==> src/design/uff_pkg.sv <==
`timescale 1ns / 1ps
// shared constants, types and coefficient helpers for the upwind face flux block
// no dependencies
package uff_pkg;

    localparam int DATA_WIDTH_DEF = 32;
    localparam int FRAC_BITS_DEF  = 24;

    // stencil order codes
    localparam int ORDER_W = 2;
    localparam logic [ORDER_W-1:0] ORD_FIRST   = 2'd0;
    localparam logic [ORDER_W-1:0] ORD_THIRD   = 2'd1;
    localparam logic [ORDER_W-1:0] ORD_SEVENTH = 2'd2;

    // configuration register indexes
    localparam int CFG_IDX_W = 2;
    localparam logic [CFG_IDX_W-1:0] CFG_UPWIND_ORDER = 2'd0;
    localparam logic [CFG_IDX_W-1:0] CFG_MOBILITY     = 2'd1;

    // seventh order weights with the common factor 12 taken out; 5040 / 12 = 420
    localparam int SEV_WEIGHT [7] = '{-3, 25, -101, 319, 214, -38, 4};
    localparam int SEV_HALF = 210;
    // 420 = 4 * 105: the low two bits are dropped, then divide by 105
    localparam int SEV_DIV  = 105;

    // control that travels with each word down the pipe
    typedef struct packed {
        logic               valid;
        logic [ORDER_W-1:0] order;
    } ctl_t;

    // third order coefficient k, rounded half away from zero at fb fraction bits
    function automatic logic signed [63:0] third_coef(input int k, input int fb);
        logic [127:0] mag;
        logic [127:0] q;
        case (k)
            0:       mag = 128'd213933;
            1:       mag = 128'd927865;
            default: mag = 128'd286067;
        endcase
        q = ((mag << fb) + 128'd500000) / 128'd1000000;
        return (k == 0) ? -$signed(q[63:0]) : $signed(q[63:0]);
    endfunction

endpackage

==> src/design/uff_combine.sv <==
`timescale 1ns / 1ps
// stages 6-7: advective product, flux difference, rounding and saturation
// depends on uff_pkg
module uff_combine import uff_pkg::*; #(
    parameter int DATA_WIDTH = DATA_WIDTH_DEF,
    parameter int FRAC_BITS  = FRAC_BITS_DEF,
    localparam int W  = DATA_WIDTH,
    localparam int DW = 2 * W + 1,
    localparam int PW = W + 2
) (
    input  logic                 clk,
    input  logic                 rst_n,
    input  logic                 en,
    input  ctl_t                 ctl_in,
    input  logic signed [W-1:0]  u,
    input  logic signed [PW-1:0] phi_f,
    input  logic signed [DW-1:0] dif,
    output logic                 out_valid,
    output logic signed [W-1:0]  face_flux,
    output logic                 saturated
);

    localparam int AW   = W + PW;
    localparam int TOTW = AW + 1;
    localparam logic [127:0] ONE = 128'd1;
    localparam logic [TOTW-1:0] HALF = TOTW'(ONE << (FRAC_BITS - 1));
    localparam logic [W-1:0] FLUX_MAX = {1'b0, {(W-1){1'b1}}};
    localparam logic [W-1:0] FLUX_MIN = {1'b1, {(W-1){1'b0}}};

    logic                   v6_reg, v7_reg;
    logic signed [AW-1:0]   adv_next, adv_reg;
    logic signed [DW-1:0]   dif6_reg;
    logic signed [TOTW-1:0] total, rs;
    logic [TOTW-W:0]        top_bits;
    logic                   sat_next, sat_reg;
    logic signed [W-1:0]    flux_next, flux_reg;

    // valid bits for stages 6 and 7
    always_ff @(posedge clk or negedge rst_n)
    begin
        if (!rst_n)
        begin
            v6_reg <= 1'b0;
            v7_reg <= 1'b0;
        end
        else if (en)
        begin
            v6_reg <= ctl_in.valid;
            v7_reg <= v6_reg;
        end
    end

    // advective term u * phi_f
    assign adv_next = AW'(u) * AW'(phi_f);

    // round half up to the output grid, clip to the data range
    always_comb
    begin
        total     = TOTW'(adv_reg) - TOTW'(dif6_reg) + $signed(HALF);
        rs        = total >>> FRAC_BITS;
        top_bits  = rs[TOTW-1:W-1];
        sat_next  = !((&top_bits) || !(|top_bits));
        if (sat_next)
        begin
            flux_next = rs[TOTW-1] ? $signed(FLUX_MIN) : $signed(FLUX_MAX);
        end
        else
        begin
            flux_next = rs[W-1:0];
        end
    end

    // stage 6 and output register
    always_ff @(posedge clk)
    begin
        if (en)
        begin
            adv_reg  <= adv_next;
            dif6_reg <= dif;
            flux_reg <= flux_next;
            sat_reg  <= sat_next;
        end
    end

    assign out_valid = v7_reg;
    assign face_flux = flux_reg;
    assign saturated = sat_reg;

endmodule

==> config.mk <==
export PLATFORM = sky130hd
export DESIGN_NAME = uff_combine
export DESIGN_NICKNAME = d
export VERILOG_FILES = /design/src/design/uff_pkg.sv /design/src/design/uff_combine.sv
export SDC_FILE = /design/constraint.sdc
export NUM_CORES = 2
export LEC_CHECK = 0
export ABC_AREA = 1
export BUFFER_PORTS_ARGS = -buffer_cell sky130_fd_sc_hd__buf_4
export CORE_MARGIN = 2
export CORE_UTILIZATION = 40
export DETAILED_ROUTE_END_ITERATION = 10
export GPL_TIMING_DRIVEN = 0
export SETUP_SLACK_MARGIN = 0.1
export SLEW_MARGIN = 20
export SYNTH_ARGS = -nofsm -noshare
export SYNTH_HDL_FRONTEND = slang
export SYNTH_SLANG_ARGS = --single-unit
==> constraint.sdc <==
create_clock -name clk -period 3.91 [get_ports clk]
set_input_delay 0.1955 -clock clk [delete_from_list [all_inputs] [get_ports clk]]
set_output_delay 0.1955 -clock clk [all_outputs]
set_load 0.01 [all_outputs]
; ---- Word-level counts from Yosys, hierarchy flattened
; Cells that the tools add are included.
; W data, S select, Z words.
[op_classes]
addsub = 2
n_reduce_logical = 5
mux = 2
n_mul = 1
[op_table]
columns = op, n
row1 = $add A67 B25 Y67 const B, 1
row2 = $sub A66 B65 Y67, 1
row3 = $mul A32 B34 Y66, 1
row4 = $mux W32, 2
row5 = $reduce_and A12 Y1, 1
row6 = $reduce_or A12 Y1, 1
row7 = $logic_not A1 Y1, 2
row8 = $logic_or A1 B1 Y1, 1
[totals]
wordCells = 16
inputBits = 137
register_bits = 166

; ---- Logic depth before layout (Yosys ltp)
[logic_depth]
word_depth = 6
ltp_mapped = 32
depth_no_buf = 30

; ---- Worst setup path after synthesis
; Ideal clock, no wire load.
[synth_path]
path_type = input port to flip-flop
start = input u[7]
end = register adv_reg[60], data pin
path_buffers = 2
setup_time_ps = 258
slack_ps = -3379
cell_stages = 29
arrival_ps = 7030
path_cell_list = clkbuf_1 > clkbuf_1 > nand2_1 > inv_1 > fa_1 > inv_1 > fa_1 > inv_1 > fa_1 > fa_1 > inv_1 > fa_1 > inv_1 > fa_1 > inv_1 > fa_1 > inv_1 > fa_1 > ha_1 > nand2_1 > nor2_1 > inv_1 > nor2_1 > nand2_1 > nor3_1 > nand2_1 > o211ai_1 > a21oi_1 > xnor2_1
[synth_between]
elab_chain_cells = 1
[synth_rtl]
columns = element, line
row1 = start: declaration, uff_combine.sv:15  ; input logic signed [W-1:0] u,
row2 = $mul A32 B34 Y66, uff_combine.sv:54  ; assign adv_next = AW'(u) * AW'(phi_f);
row3 = named net adv_next[60], uff_combine.sv:31  ; logic signed [AW-1:0] adv_next, adv_reg;
row4 = end signal: assignment, uff_combine.sv:78  ; adv_reg <= adv_next;
row5 = end: declaration, uff_combine.sv:31
; The timed path passes the listed nets, and every way through them passes these cells.
; A chain may end at the register's enable or synchronous reset.

; ---- Worst setup path in the final report
[layout_path]
start = input u[7]
end = register adv_reg[56], data pin
; The elaborated chain is that of the path after synthesis.

==> results.py <==
metrics = {
    "synth": {
        "synthTopCellsByArea": "fa_1 45%, inv_1 14%, nand2_1 13%, edfxtp_1 9.7%, ha_1 7.8%",
        "yosysSeqAreaShare_pct": 9.813,
        "synth_edf_count": 164,
        "async_reset_ff_share_pct": 1.205,
        "synth_fp_nets": 7902,
        "synth.distinct_cells": 41,
        "synth_mux_area_share_pct": 0,
        "synth_seq_cells": 166,
        "synth.top_cell.area_share_pct": 45.10,
        "post_synth_fa_ha_maj_area_fraction_pct": 52.92,
        "yosys_warnings": 0,
        "ys.flop_type": "edfxtp_1",
        "syn_area_um2": 50690,
        "synth_largest_area_cell": "fa_1",
        "avgSynthCellArea_um2": 8.039,
        "synth_cells": 6306,
        "synthSimpleGateAreaFrac_pct": 15.96,
        "synth_compound_area_share_pct": 3.164,
        "synth_xor_area_share_pct": 1.866,
        "synth_top_family_by_area": "adder cells",
    },
    "timing": {
        "rsz0062_at_grt": "yes",
        "tns_ns": -140.47,
        "worstMarginPinSlew_ns": 1.214,
        "setup_viol": 58,
        "hold_viol": 0,
        "max_slew_margin_pct": 19.09,
        "fin_skew_ns": 0.02124,
        "setup_ws_ns": -2.919,
        "period_needed_ns": 6.829,
        "maxSlewViolCount": 0,
        "max_freq_ghz": 0.1464,
        "period_share_pct": 174.6,
    },
    "layout": {
        "syn_to_final_growth_pct": 23.06,
        "postLayoutCoreUtil_pct": 49.62,
        "fin_area_um2": 62390,
        "layout.nets": 8330,
        "fill_cells": 11950,
        "drive_above_1_share_pct": 17.61,
        "largest_reg_flops": 66,
    },
    "route": {
        "first_pass_iters": 6,
        "vias": 42950,
        "drtAntennaViolNets": 0,
        "drcViolationCount": 0,
        "wl_per_cell_um": 24.93,
        "drtIter0Drc": 4245,
        "routed_wl_um": 209500,
        "viasPerCell": 5.111,
    },
    "global_routing": {
        "first_global_vias": 45200,
        "antenna_found_initial": 11,
        "grt.total_usage_pct": 32.50,
        "overflow": 0,
        "grt_start_max_net_pins": 102,
        "grt_pass1_wl_um": 302300,
    },
    "setup_path": {
        "r2r_end": "face_flux[14]",
        "crit_cells": 27,
        "critical_path_buf_inv_count": 11,
        "r2r-start": "dif6_reg[26]",
        "cp_max_fo": 6,
        "r2r_setup_slack_ns": 0.29,
        "cpMostUsedCell": "fa_1",
        "arrival_ns": 7.04,
        "slowest_stage": "fa_2",
        "critical_path.top_delay_family": "adder cells",
        "critical_path.endpoint": "adv_reg[56]",
        "cpPeakStageDelay_ns": 0.71,
        "worstPathRequired_ns": 4.12,
        "endpoint_kind": "flop",
        "crit_start": "u[7]",
        "start_kind": "primary input",
        "critPathKind": "in2reg",
        "r2r_cells": 19,
    },
    "placement": {
        "postPlaceCellArea_um2": 55600,
        "dp_hpwl_um": 167800,
        "pre_cts_slack_ns": -4.522,
        "gp_congestion": 1.036,
        "place.port_buffers": 137,
    },
    "run": {
        "maxCapViolations": 0,
    },
    "floorplanning": {
        "die_area_um2": 129600,
        "rows": 130,
        "core_area_um2": 125700,
        "initial_core_util_pct": 40.32,
        "die_h_um": 360.0,
        "die_w_um": 360.0,
        "ios": 171,
    },
    "clocking": {
        "cts_sinks": 166,
        "clk_pin_slew_ns": 0.08,
        "cts_tree": "built",
        "root_buffer": "clkbuf_16",
        "numCtsBuffers": 17,
        "clock_latency_ns": 0.46,
        "cts_buffer_depth": 2,
        "htreeDepth": 4,
    },
    "worst_hold_path": {
        "hold_class": "in2async",
    },
    "run_status": {
        "violations": "negative setup slack",
        "status": "complete, but fails checks",
    },
}
-- per-stage QoR --
stage	hold slack [ns]	cells
final	0.04774	8404
after global routing	0.03421	8401
after CTS	0.03283	8335
after detailed placement	-0.02002	8094
after global placement	-0.02234	8093
after floorplan	-0.1001	6306
-- final cells by class --
cell class	count	area, um^2	area share [%]
multi-input cells	3954	40320	64.63
inverters	1951	7342	11.77
flip-flops and latches	166	4975	7.974
repair buffers	409	3677	5.894
plain buffers	235	3378	5.415
well taps	1650	2064	3.309
clock buffers	17	425.4	0.6819
clock inverters	15	187.7	0.3008
diodes	7	17.52	0.02808
-- cell usage in the layout, fill, tap and decap left out, types with 54 or more instances in the layout --
cell	count
dlygate4sd3_1	67
nand2_2	54
inv_1	1859
edfxtp_1	164
a21oi_1	92
nand2_1	1653
fa_2	102
clkbuf_16	76
nor2_1	167
buf_4	281
xor2_1	58
inv_2	85
clkbuf_8	92
fa_1	1040
ha_1	258
-- cell families after synthesis --
| kind of cell | count (synthesis) |
|---|---|
| flip-flops | 166 |
| AND/OR/NAND/NOR | 2094 |
| buffers and inverters | 2186 |
| AO/OA/AOI/OAI | 293 |
| adder cells (fa/ha/maj) | 1459 |
| XOR/XNOR | 108 |
-- cell usage after synthesis, types with 2 or more instances --
cell type and number:
inv_1 1947, nand2_1 1741, fa_1 1142, ha_1 317, nor2_1 228, clkbuf_1 222, a21oi_1 166, edfxtp_1 164
xor2_1 67, o21ai_0 66, nand3_1 56, xnor2_1 41, nor3_1 21, a31oi_1 18, a21o_1 10, and3_1 9
o21bai_1 9, nand4_1 8, buf_1 7, nor2_2 7, buf_6 6, nor4_1 6, or2_2 6, nand2_2 5
a21boi_0 4, nand3b_1 4, o211ai_1 4, a211oi_1 3, a221oi_1 3, inv_2 3, o221ai_1 3, dfrtp_1 2
o21a_1 2, o21ai_1 2
-- worst min-delay path by stage --
stage                 to   from
4_1_cts        out_valid  rst_n
6_report       out_valid  rst_n
2_1_floorplan  out_valid  rst_n
3_5_place_dp   out_valid  rst_n
3_3_place_gp      v6_reg  rst_n
5_1_grt        out_valid  rst_n
-- routing by layer --
layer	vias up	GRT usage, %	share of wire, %
met2	2374	51.01	44
li1	18640	-	-
met3	636	9.373	11
met5	-	0	0.012
met1	21300	40.24	38
met4	4	18.18	7.2
-- what timing repair did --
item	4_1_cts	5_1_grt
hold buffers	67	0
buffers inserted	141	66
setup endpoints to repair	60	90
gates cloned	1	1
hold endpoints to repair	68	0
pin swaps	126	185
resized for setup	687	309
Power is not shown: default switching activity piles up to over one toggle a cycle in this logic, so the estimate is an artifact.
