## src/design/uff_pkg.sv

```systemverilog
`timescale 1ns / 1ps
// shared constants, types and coefficient helpers for the upwind face flux block
// no dependencies
package uff_pkg;

    localparam int DATA_WIDTH_DEF = 32;
    localparam int FRAC_BITS_DEF  = 24;

    // stencil order codes
    localparam int ORDER_W = 2;
    localparam logic [ORDER_W-1:0] ORD_FIRST   = 2'd0;
    localparam logic [ORDER_W-1:0] ORD_THIRD   = 2'd1;
    localparam logic [ORDER_W-1:0] ORD_SEVENTH = 2'd2;

    // configuration register indexes
    localparam int CFG_IDX_W = 2;
    localparam logic [CFG_IDX_W-1:0] CFG_UPWIND_ORDER = 2'd0;
    localparam logic [CFG_IDX_W-1:0] CFG_MOBILITY     = 2'd1;

    // seventh order weights with the common factor 12 taken out; 5040 / 12 = 420
    localparam int SEV_WEIGHT [7] = '{-3, 25, -101, 319, 214, -38, 4};
    localparam int SEV_HALF = 210;
    // 420 = 4 * 105: the low two bits are dropped, then divide by 105
    localparam int SEV_DIV  = 105;

    // control that travels with each word down the pipe
    typedef struct packed {
        logic               valid;
        logic [ORDER_W-1:0] order;
    } ctl_t;

    // third order coefficient k, rounded half away from zero at fb fraction bits
    function automatic logic signed [63:0] third_coef(input int k, input int fb);
        logic [127:0] mag;
        logic [127:0] q;
        case (k)
            0:       mag = 128'd213933;
            1:       mag = 128'd927865;
            default: mag = 128'd286067;
        endcase
        q = ((mag << fb) + 128'd500000) / 128'd1000000;
        return (k == 0) ? -$signed(q[63:0]) : $signed(q[63:0]);
    endfunction

endpackage

```

## src/design/uff_phi.sv

```systemverilog
`timescale 1ns / 1ps
// stages 3-5: third order rounding, seventh order divide by reciprocal, face value pick
// depends on uff_pkg
module uff_phi import uff_pkg::*; #(
    parameter int DATA_WIDTH = DATA_WIDTH_DEF,
    parameter int FRAC_BITS  = FRAC_BITS_DEF,
    localparam int W  = DATA_WIDTH,
    localparam int TW = FRAC_BITS + 1 + W,
    localparam int SW = W + 10,
    localparam int DW = 2 * W + 1,
    localparam int PW = W + 2
) (
    input  logic                 clk,
    input  logic                 rst_n,
    input  logic                 en,
    input  ctl_t                 ctl_in,
    input  logic signed [W-1:0]  u_in,
    input  logic signed [TW-1:0] tprod [3],
    input  logic signed [SW-1:0] acc7,
    input  logic signed [W-1:0]  phi1,
    input  logic signed [DW-1:0] dif_in,
    output ctl_t                 ctl,
    output logic signed [W-1:0]  u,
    output logic signed [PW-1:0] phi_f,
    output logic signed [DW-1:0] dif
);

    localparam int M4W = SW - 2;
    localparam int H   = M4W / 2;
    localparam int HW  = M4W - H;
    localparam int RW  = W + 2;
    localparam int PRW = M4W + RW;
    localparam logic [127:0] ONE = 128'd1;
    localparam logic [RW-1:0] RECIP = RW'((ONE << M4W) / 128'd105);
    localparam logic [TW+1:0] HALF3 = (TW+2)'(ONE << (FRAC_BITS - 1));

    ctl_t ctl3_reg, ctl4_reg, ctl5_reg;
    logic signed [W-1:0]  u3_reg, u4_reg, u5_reg;
    logic signed [DW-1:0] dif3_reg, dif4_reg, dif5_reg;
    logic signed [W-1:0]  phi1_3_reg, phi1_4_reg;
    logic signed [TW+1:0] sum3;
    logic signed [PW-1:0] phi3_next, phi3_3_reg, phi3_4_reg;
    logic                 neg7_next, neg7_3_reg, neg7_4_reg;
    logic [SW-1:0]        mag7, m7;
    logic [M4W-1:0]       m4_next, m4_3_reg, m4_4_reg;
    logic [H+RW-1:0]      plo_next, plo_reg;
    logic [HW+RW-1:0]     phi_hi_next, phi_hi_reg;
    logic [PRW-1:0]       prod;
    logic [RW-1:0]        qest_next, qest_reg;
    logic [M4W-1:0]       qm, rem;
    logic [RW-1:0]        q7;
    logic signed [PW-1:0] phi7, phif_next, phif_reg;

    // control through stages 3 to 5
    always_ff @(posedge clk or negedge rst_n)
    begin
        if (!rst_n)
        begin
            ctl3_reg <= '0;
            ctl4_reg <= '0;
            ctl5_reg <= '0;
        end
        else if (en)
        begin
            ctl3_reg <= ctl_in;
            ctl4_reg <= ctl3_reg;
            ctl5_reg <= ctl4_reg;
        end
    end

    // stage 3: third order round, seventh order magnitude and split reciprocal product
    always_comb
    begin
        sum3 = (TW+2)'(tprod[0]) + (TW+2)'(tprod[1]) + (TW+2)'(tprod[2]) + $signed(HALF3);
        phi3_next = PW'(sum3 >>> FRAC_BITS);
        neg7_next = acc7[SW-1];
        mag7 = neg7_next ? SW'(-acc7) : SW'(acc7);
        m7 = mag7 + SW'(SEV_HALF);
        m4_next = m7[SW-1:2];
        plo_next = (H+RW)'(m4_next[H-1:0]) * (H+RW)'(RECIP);
        phi_hi_next = (HW+RW)'(m4_next[M4W-1:H]) * (HW+RW)'(RECIP);
    end

    // stage 4: quotient estimate, at most one low
    always_comb
    begin
        prod = (PRW'(phi_hi_reg) << H) + PRW'(plo_reg);
        qest_next = prod[PRW-1:M4W];
    end

    // stage 5: correct the quotient, apply sign, pick the face value
    always_comb
    begin
        qm   = M4W'(qest_reg) * M4W'(SEV_DIV);
        rem  = m4_4_reg - qm;
        q7   = qest_reg + RW'(rem >= M4W'(SEV_DIV));
        phi7 = neg7_4_reg ? -$signed(q7) : $signed(q7);
        case (ctl4_reg.order)
            ORD_THIRD:   phif_next = phi3_4_reg;
            ORD_SEVENTH: phif_next = phi7;
            default:     phif_next = PW'(phi1_4_reg);
        endcase
    end

    // data through stages 3 to 5
    always_ff @(posedge clk)
    begin
        if (en)
        begin
            u3_reg     <= u_in;
            dif3_reg   <= dif_in;
            phi1_3_reg <= phi1;
            phi3_3_reg <= phi3_next;
            neg7_3_reg <= neg7_next;
            m4_3_reg   <= m4_next;
            plo_reg    <= plo_next;
            phi_hi_reg <= phi_hi_next;

            u4_reg     <= u3_reg;
            dif4_reg   <= dif3_reg;
            phi1_4_reg <= phi1_3_reg;
            phi3_4_reg <= phi3_3_reg;
            neg7_4_reg <= neg7_3_reg;
            m4_4_reg   <= m4_3_reg;
            qest_reg   <= qest_next;

            u5_reg     <= u4_reg;
            dif5_reg   <= dif4_reg;
            phif_reg   <= phif_next;
        end
    end

    assign ctl   = ctl5_reg;
    assign u     = u5_reg;
    assign phi_f = phif_reg;
    assign dif   = dif5_reg;

endmodule

```

## config.mk

```make
export PLATFORM = sky130hd
export DESIGN_NAME = uff_phi
export DESIGN_NICKNAME = d
export VERILOG_FILES = /design/src/design/uff_pkg.sv /design/src/design/uff_phi.sv
export SDC_FILE = /design/constraint.sdc
export NUM_CORES = 2
export LEC_CHECK = 0
export BUFFER_PORTS_ARGS = -buffer_cell sky130_fd_sc_hd__buf_2
export CORE_MARGIN = 5
export CORE_UTILIZATION = 55
export CTS_BUF_LIST = sky130_fd_sc_hd__clkbuf_16
export DETAILED_ROUTE_END_ITERATION = 7
export PLACE_DENSITY = 0.75
export SETUP_SLACK_MARGIN = 0.2
export SLEW_MARGIN = 20
export SYNTH_ARGS = -nofsm -noshare
export SYNTH_HDL_FRONTEND = slang
export SYNTH_SLANG_ARGS = --single-unit
```

## constraint.sdc

```tcl
create_clock -name clk -period 8.7 [get_ports clk]
set_input_delay 0.435 -clock clk [delete_from_list [all_inputs] [get_ports clk]]
set_output_delay 0.435 -clock clk [all_outputs]
set_load 0.02 [all_outputs]
```

After elaboration in Yosys (flattened, before gate mapping)
Index checks and enable logic that the tools add are counted.

Bits in registers: 682. Input bits: 348. Logic and storage cells: 42.

$add $sub $neg: 9. Multipliers: 3. $lt $le $gt $ge: 1. Equality and inequality tests: 2. Multiplexer cells: 3.

Operators by type and width (count): $mul A20 B30 Y50 const B (2); $add A74 B54 Y74 (1); $pmux W34 S2 (1); $add A57 B57 Y58 (1); $add A58 B25 Y58 const B (1); $add A58 B57 Y58 (1); $add A42 B8 Y42 const B (1); $mux W42 (1); $neg A42 Y42 (1); $ge A40 B7 Y1 const B (1); $mul A34 B7 Y40 const B (1); $sub A40 B40 Y40 (1); $add A34 B1 Y34 (1); $mux W34 (1); $neg A34 Y34 (1); $eq A2 B1 Y1 const B (1); $eq A2 B2 Y1 const B (1).

Longest topological paths before layout
Word-level depth: 7. Gate-level depth with buffers: 43. Depth with buffers taken out: 38.

Worst setup path before layout
No wires, ideal clock.

Path type: input to register. From: input acc7[41]. To: register phi_hi_reg[52], data pin. Library setup time: 0.265 ns. Arrival: 10.638 ns. Required time: 8.435 ns. Setup slack: -2.203 ns. Cell stages on the path: 37. Cells stage by stage: clkbuf_1 -> buf_1 -> clkbuf_1 -> buf_2 -> buf_1 -> buf_1 -> nand2b_1 -> xnor2_1 -> ha_1 -> a21boi_0 -> o21ai_0 -> and3_1 -> nor3b_1 -> nand2_1 -> or3_4 -> o32ai_1 -> fa_1 -> inv_1 -> fa_1 -> inv_1 -> ha_1 -> fa_1 -> fa_1 -> fa_1 -> ha_1 -> ha_1 -> clkbuf_1 -> and4_1 -> and2_1 -> o2111ai_1 -> o211ai_1 -> a31o_2 -> a21oi_1 -> o311ai_0 -> a41oi_1 -> o21ai_0 -> xor2_1.

Word-level cells in the longest chain between the ends: 4.

Ends and longest elaborated chain: from (decl) (RTL line uff_phi.sv:19) `input logic signed [SW-1:0] acc7,`; $neg A42 Y42 (RTL line uff_phi.sv:77) `mag7 = neg7_next ? SW'(-acc7) : SW'(acc7);`; $mux W42 (*) (RTL line uff_phi.sv:77); $add A42 B8 Y42 (*) (RTL line uff_phi.sv:78) `m7 = mag7 + SW'(SEV_HALF);`; via m7[41] (RTL line uff_phi.sv:44) `logic [SW-1:0] mag7, m7;`; $mul A20 B30 Y50 (*) (RTL line uff_phi.sv:81) `phi_hi_next = (HW+RW)'(m4_next[M4W-1:H]) * (HW+RW)'(RECIP);`; via phi_hi_next[52] (RTL line uff_phi.sv:47) `logic [HW+RW-1:0] phi_hi_next, phi_hi_reg;`; to (signal assigned) (RTL line uff_phi.sv:117) `phi_hi_reg <= phi_hi_next;`; to (decl) (RTL line uff_phi.sv:47).

The timed path passes the listed nets; every way through them passes the cells marked *. A chain may end at the register's enable or synchronous reset.

Final worst setup path
From: input acc7[1]. To: register phi_hi_reg[48], data pin.

Same word-level chain as after synthesis.

==> impl_metrics.json <==
{
  "ys.flop_type": "edfxtp_1",
  "dpl_cell_area_um2": 54600,
  "avgViaCountPerCell": 5.40,
  "drv_slew": 0,
  "globalRouteTotalUtil_pct": 25.5,
  "cp.depth": 37,
  "grt_antenna_before_repair": 6,
  "worst-setup-path-type": "input pin to flop",
  "status": "finished, final reports clean",
  "layout-area-overhead-vs-synth_pct": 26.0,
  "dr.pass1.iters": 5,
  "reg2reg_from": "qest_reg[10]",
  "cp.arrival_ns": 8.84,
  "synth_edf_count": 652,
  "cp_max_fo": 4,
  "drive_gt1_share_pct": 26.0,
  "avgSynthCellArea_um2": 12.2,
  "rr_worst_depth": 36,
  "crit_family": "adder cells",
  "grt_pass1_wl_um": 184000,
  "cts_sinks": 661,
  "clk_pin_slew_ns": 0.06,
  "dieArea_um2": 91600,
  "cp-start-kind": "input pin",
  "final_common_cell": "edfxtp_1",
  "yosysTopAreaCell": "edfxtp_1",
  "synth_top_area_share_pct": 41.6,
  "die_w_um": 303,
  "critPathBufInv": 6,
  "insertion_delay_ns": 0.65,
  "fin_util_pct": 69.7,
  "synth_cells": 3876,
  "avgRoutedWirePerCell_um": 19.4,
  "synthArstFlopShare_pct": 1.36,
  "ys_ff_latch": 661,
  "yosysSeqAreaShare_pct": 42.0,
  "routed_wirelength_um": 120000,
  "max_freq_mhz": 118,
  "layoutNonFillerInstCount": 6199,
  "yosys_warnings": 0,
  "hold_viol": 0,
  "dp_hpwl_um": 94800,
  "grt_pass1_vias": 34219,
  "synth_area_leaders": "edfxtp_1, ha_1, fa_1",
  "numPortBuffers": 481,
  "drc_errors": 0,
  "setup_violations": 0,
  "antenna_cells": 0,
  "start_util_pct": 55.3,
  "die_h_um": 303,
  "crit_slowest_cell": "fa_1",
  "io_pins": 482,
  "max_stage_delay_ns": 0.52,
  "finClkSkew_ns": 0.0612,
  "hold_path.class": "input pin to flop",
  "final_cell_mix": "edfxtp_1, ha_1, inv_1, buf_4, buf_2",
  "core_area_um2": 85100,
  "ant_nets": 0,
  "r2r-end": "phi_f[24]",
  "startpoint": "acc7[1]",
  "rows": 107,
  "gr-total-overflow": 0,
  "r2r_setup_slack_ns": 0.38,
  "cts_made_buffers": 69,
  "post-route-period-util_pct": 97.5,
  "crit_top_cell": "fa_1",
  "setup-tns-final_ns": 0,
  "max_slew_margin_pct": 34.0,
  "netlist_area_um2": 47100,
  "dp_cells": 5912,
  "drtIter0Drc": 2423,
  "nNetsFinal": 6302,
  "vias": 33466,
  "clockBufferDepth": 3,
  "gp_congestion": 0.940,
  "rsz0062_at_grt": "true",
  "worstPathRequired_ns": 9.05,
  "htreeDepth": 3,
  "yosysUniqueCellTypes": 93,
  "crit_end": "phi_hi_reg[48]",
  "timing.final.crit_period_ns": 8.48,
  "maxCapViolCount": 0,
  "finalInstanceArea_um2": 59400,
  "tritoncts": "built",
  "grt_max_degree": 157,
  "syn-num-nets": 5175,
  "worst_pin_slew_ns": 0.990,
  "clockRootBuffer": "clkbuf_16",
  "endpoint_kind": "flop"
}
-- through the flow --
| stage | setup slack (ns) | hold WS [ns] |
|---|---|---|
| global route | -0.0348 | 0.0136 |
| floorplan | -0.0381 | 0.139 |
| CTS | 0.160 | 0.000653 |
| detailed placement | -0.450 | 0.297 |
| global placement | -0.283 | 0.294 |
| finish | 0.218 | 0.0350 |
-- Yosys cell counts (8+ instances only) --
master / count
and4_1: 26
o221ai_1: 8
xnor2_1: 175
nor3_1: 35
nand3_1: 47
o31ai_1: 15
fa_1: 309
or3_1: 13
a31oi_1: 23
or2_2: 20
o21bai_1: 19
a22oi_1: 29
a221oi_1: 15
mux2i_1: 10
dfrtp_1: 9
mux2_2: 9
nand2b_1: 23
o21ai_0: 123
o21a_1: 18
nand2_1: 188
and2_1: 25
edfxtp_1: 652
nor2b_1: 28
a311oi_1: 8
nand4_1: 45
inv_1: 555
o22ai_1: 10
a211oi_1: 15
a21o_1: 123
o41ai_1: 12
xor2_1: 133
nor2_1: 93
nor4_1: 15
clkbuf_1: 61
o211ai_1: 14
and3_1: 34
a21oi_1: 172
ha_1: 642
-- worst min path at each step --
stage | from | endpoint | slack, ns | cells after the start
final | u_in[6] | u3_reg[6] | 0.04 | 1
after global routing | dif_in[57] | dif3_reg[57] | 0.01 | 1
after CTS | dif_in[38] | dif3_reg[38] | 0.0007 | 1
after detailed placement | rst_n | ctl3_reg[2] | 0.30 | 1
after global placement | rst_n | ctl4_reg[2] | 0.29 | 1
after floorplan | rst_n | ctl3_reg[0] | 0.14 | 0
-- worst register-to-register path, delay by kind of cell, from the launching register on --
kind	cells	cell delay [ns]
AOI/OAI and AO/OA	11	2.13
xor gates and xnor gates	2	0.34
adders and majority gates	7	2.60
buffers and inverters	8	1.04
DFF	1	0.50
and+or+nand+nor	8	1.46
-- what timing repair did --
| action | in CTS | in global routing |
|---|---|---|
| buffers inserted | 2 | 37 |
| resized for setup | 10 | 164 |
| pin swaps | 3 | 77 |
| hold endpoints to repair | 132 | 1 |
| hold buffers | 124 | 1 |
| setup endpoints to repair | 17 | 55 |
-- metal layers --
| metal | up-vias | part of all wire, % | wire, um | track usage, % |
|---|---|---|---|---|
| li1 | 16026 | - | - | - |
| met1 | 16227 | 42 | 50300 | 34.6 |
| met2 | 1016 | 50 | 59800 | 44.0 |
| met3 | 193 | 5.7 | 6900 | 3.13 |
| met4 | 4 | 2.5 | 3000 | 6.63 |
| met5 | - | 0.022 | 27 | 0 |
-- cell families (layout without fill, tap and decap cells) --
logic type / after synthesis / after routing / synth area share (%)
DFF: 661 / 661 / 42.0
buffers and inverters: 626 / 1805 / 5.03
muxes: 19 / 19 / 0.428
xor gates and xnor gates: 308 / 308 / 5.72
and+or+nand+nor: 635 / 635 / 7.19
AOI/OAI and AO/OA: 676 / 676 / 9.43
adders and majority gates: 951 / 951 / 30.2
-- final cells by class --
| class | count | area [um2] |
|---|---|---|
| tap | 1144 | 1430 |
| multi-input combinational | 2589 | 26100 |
| inverter | 556 | 2090 |
| fill | 6115 | 25800 |
| clock inverter | 54 | 566 |
| clock buffer | 69 | 1730 |
| timing repair buffer | 1126 | 7650 |
| sequential | 661 | 19800 |
Power is left out: the tool's default activity adds up to more than one toggle a clock period on the data nets, which glitch-free logic cannot reach.
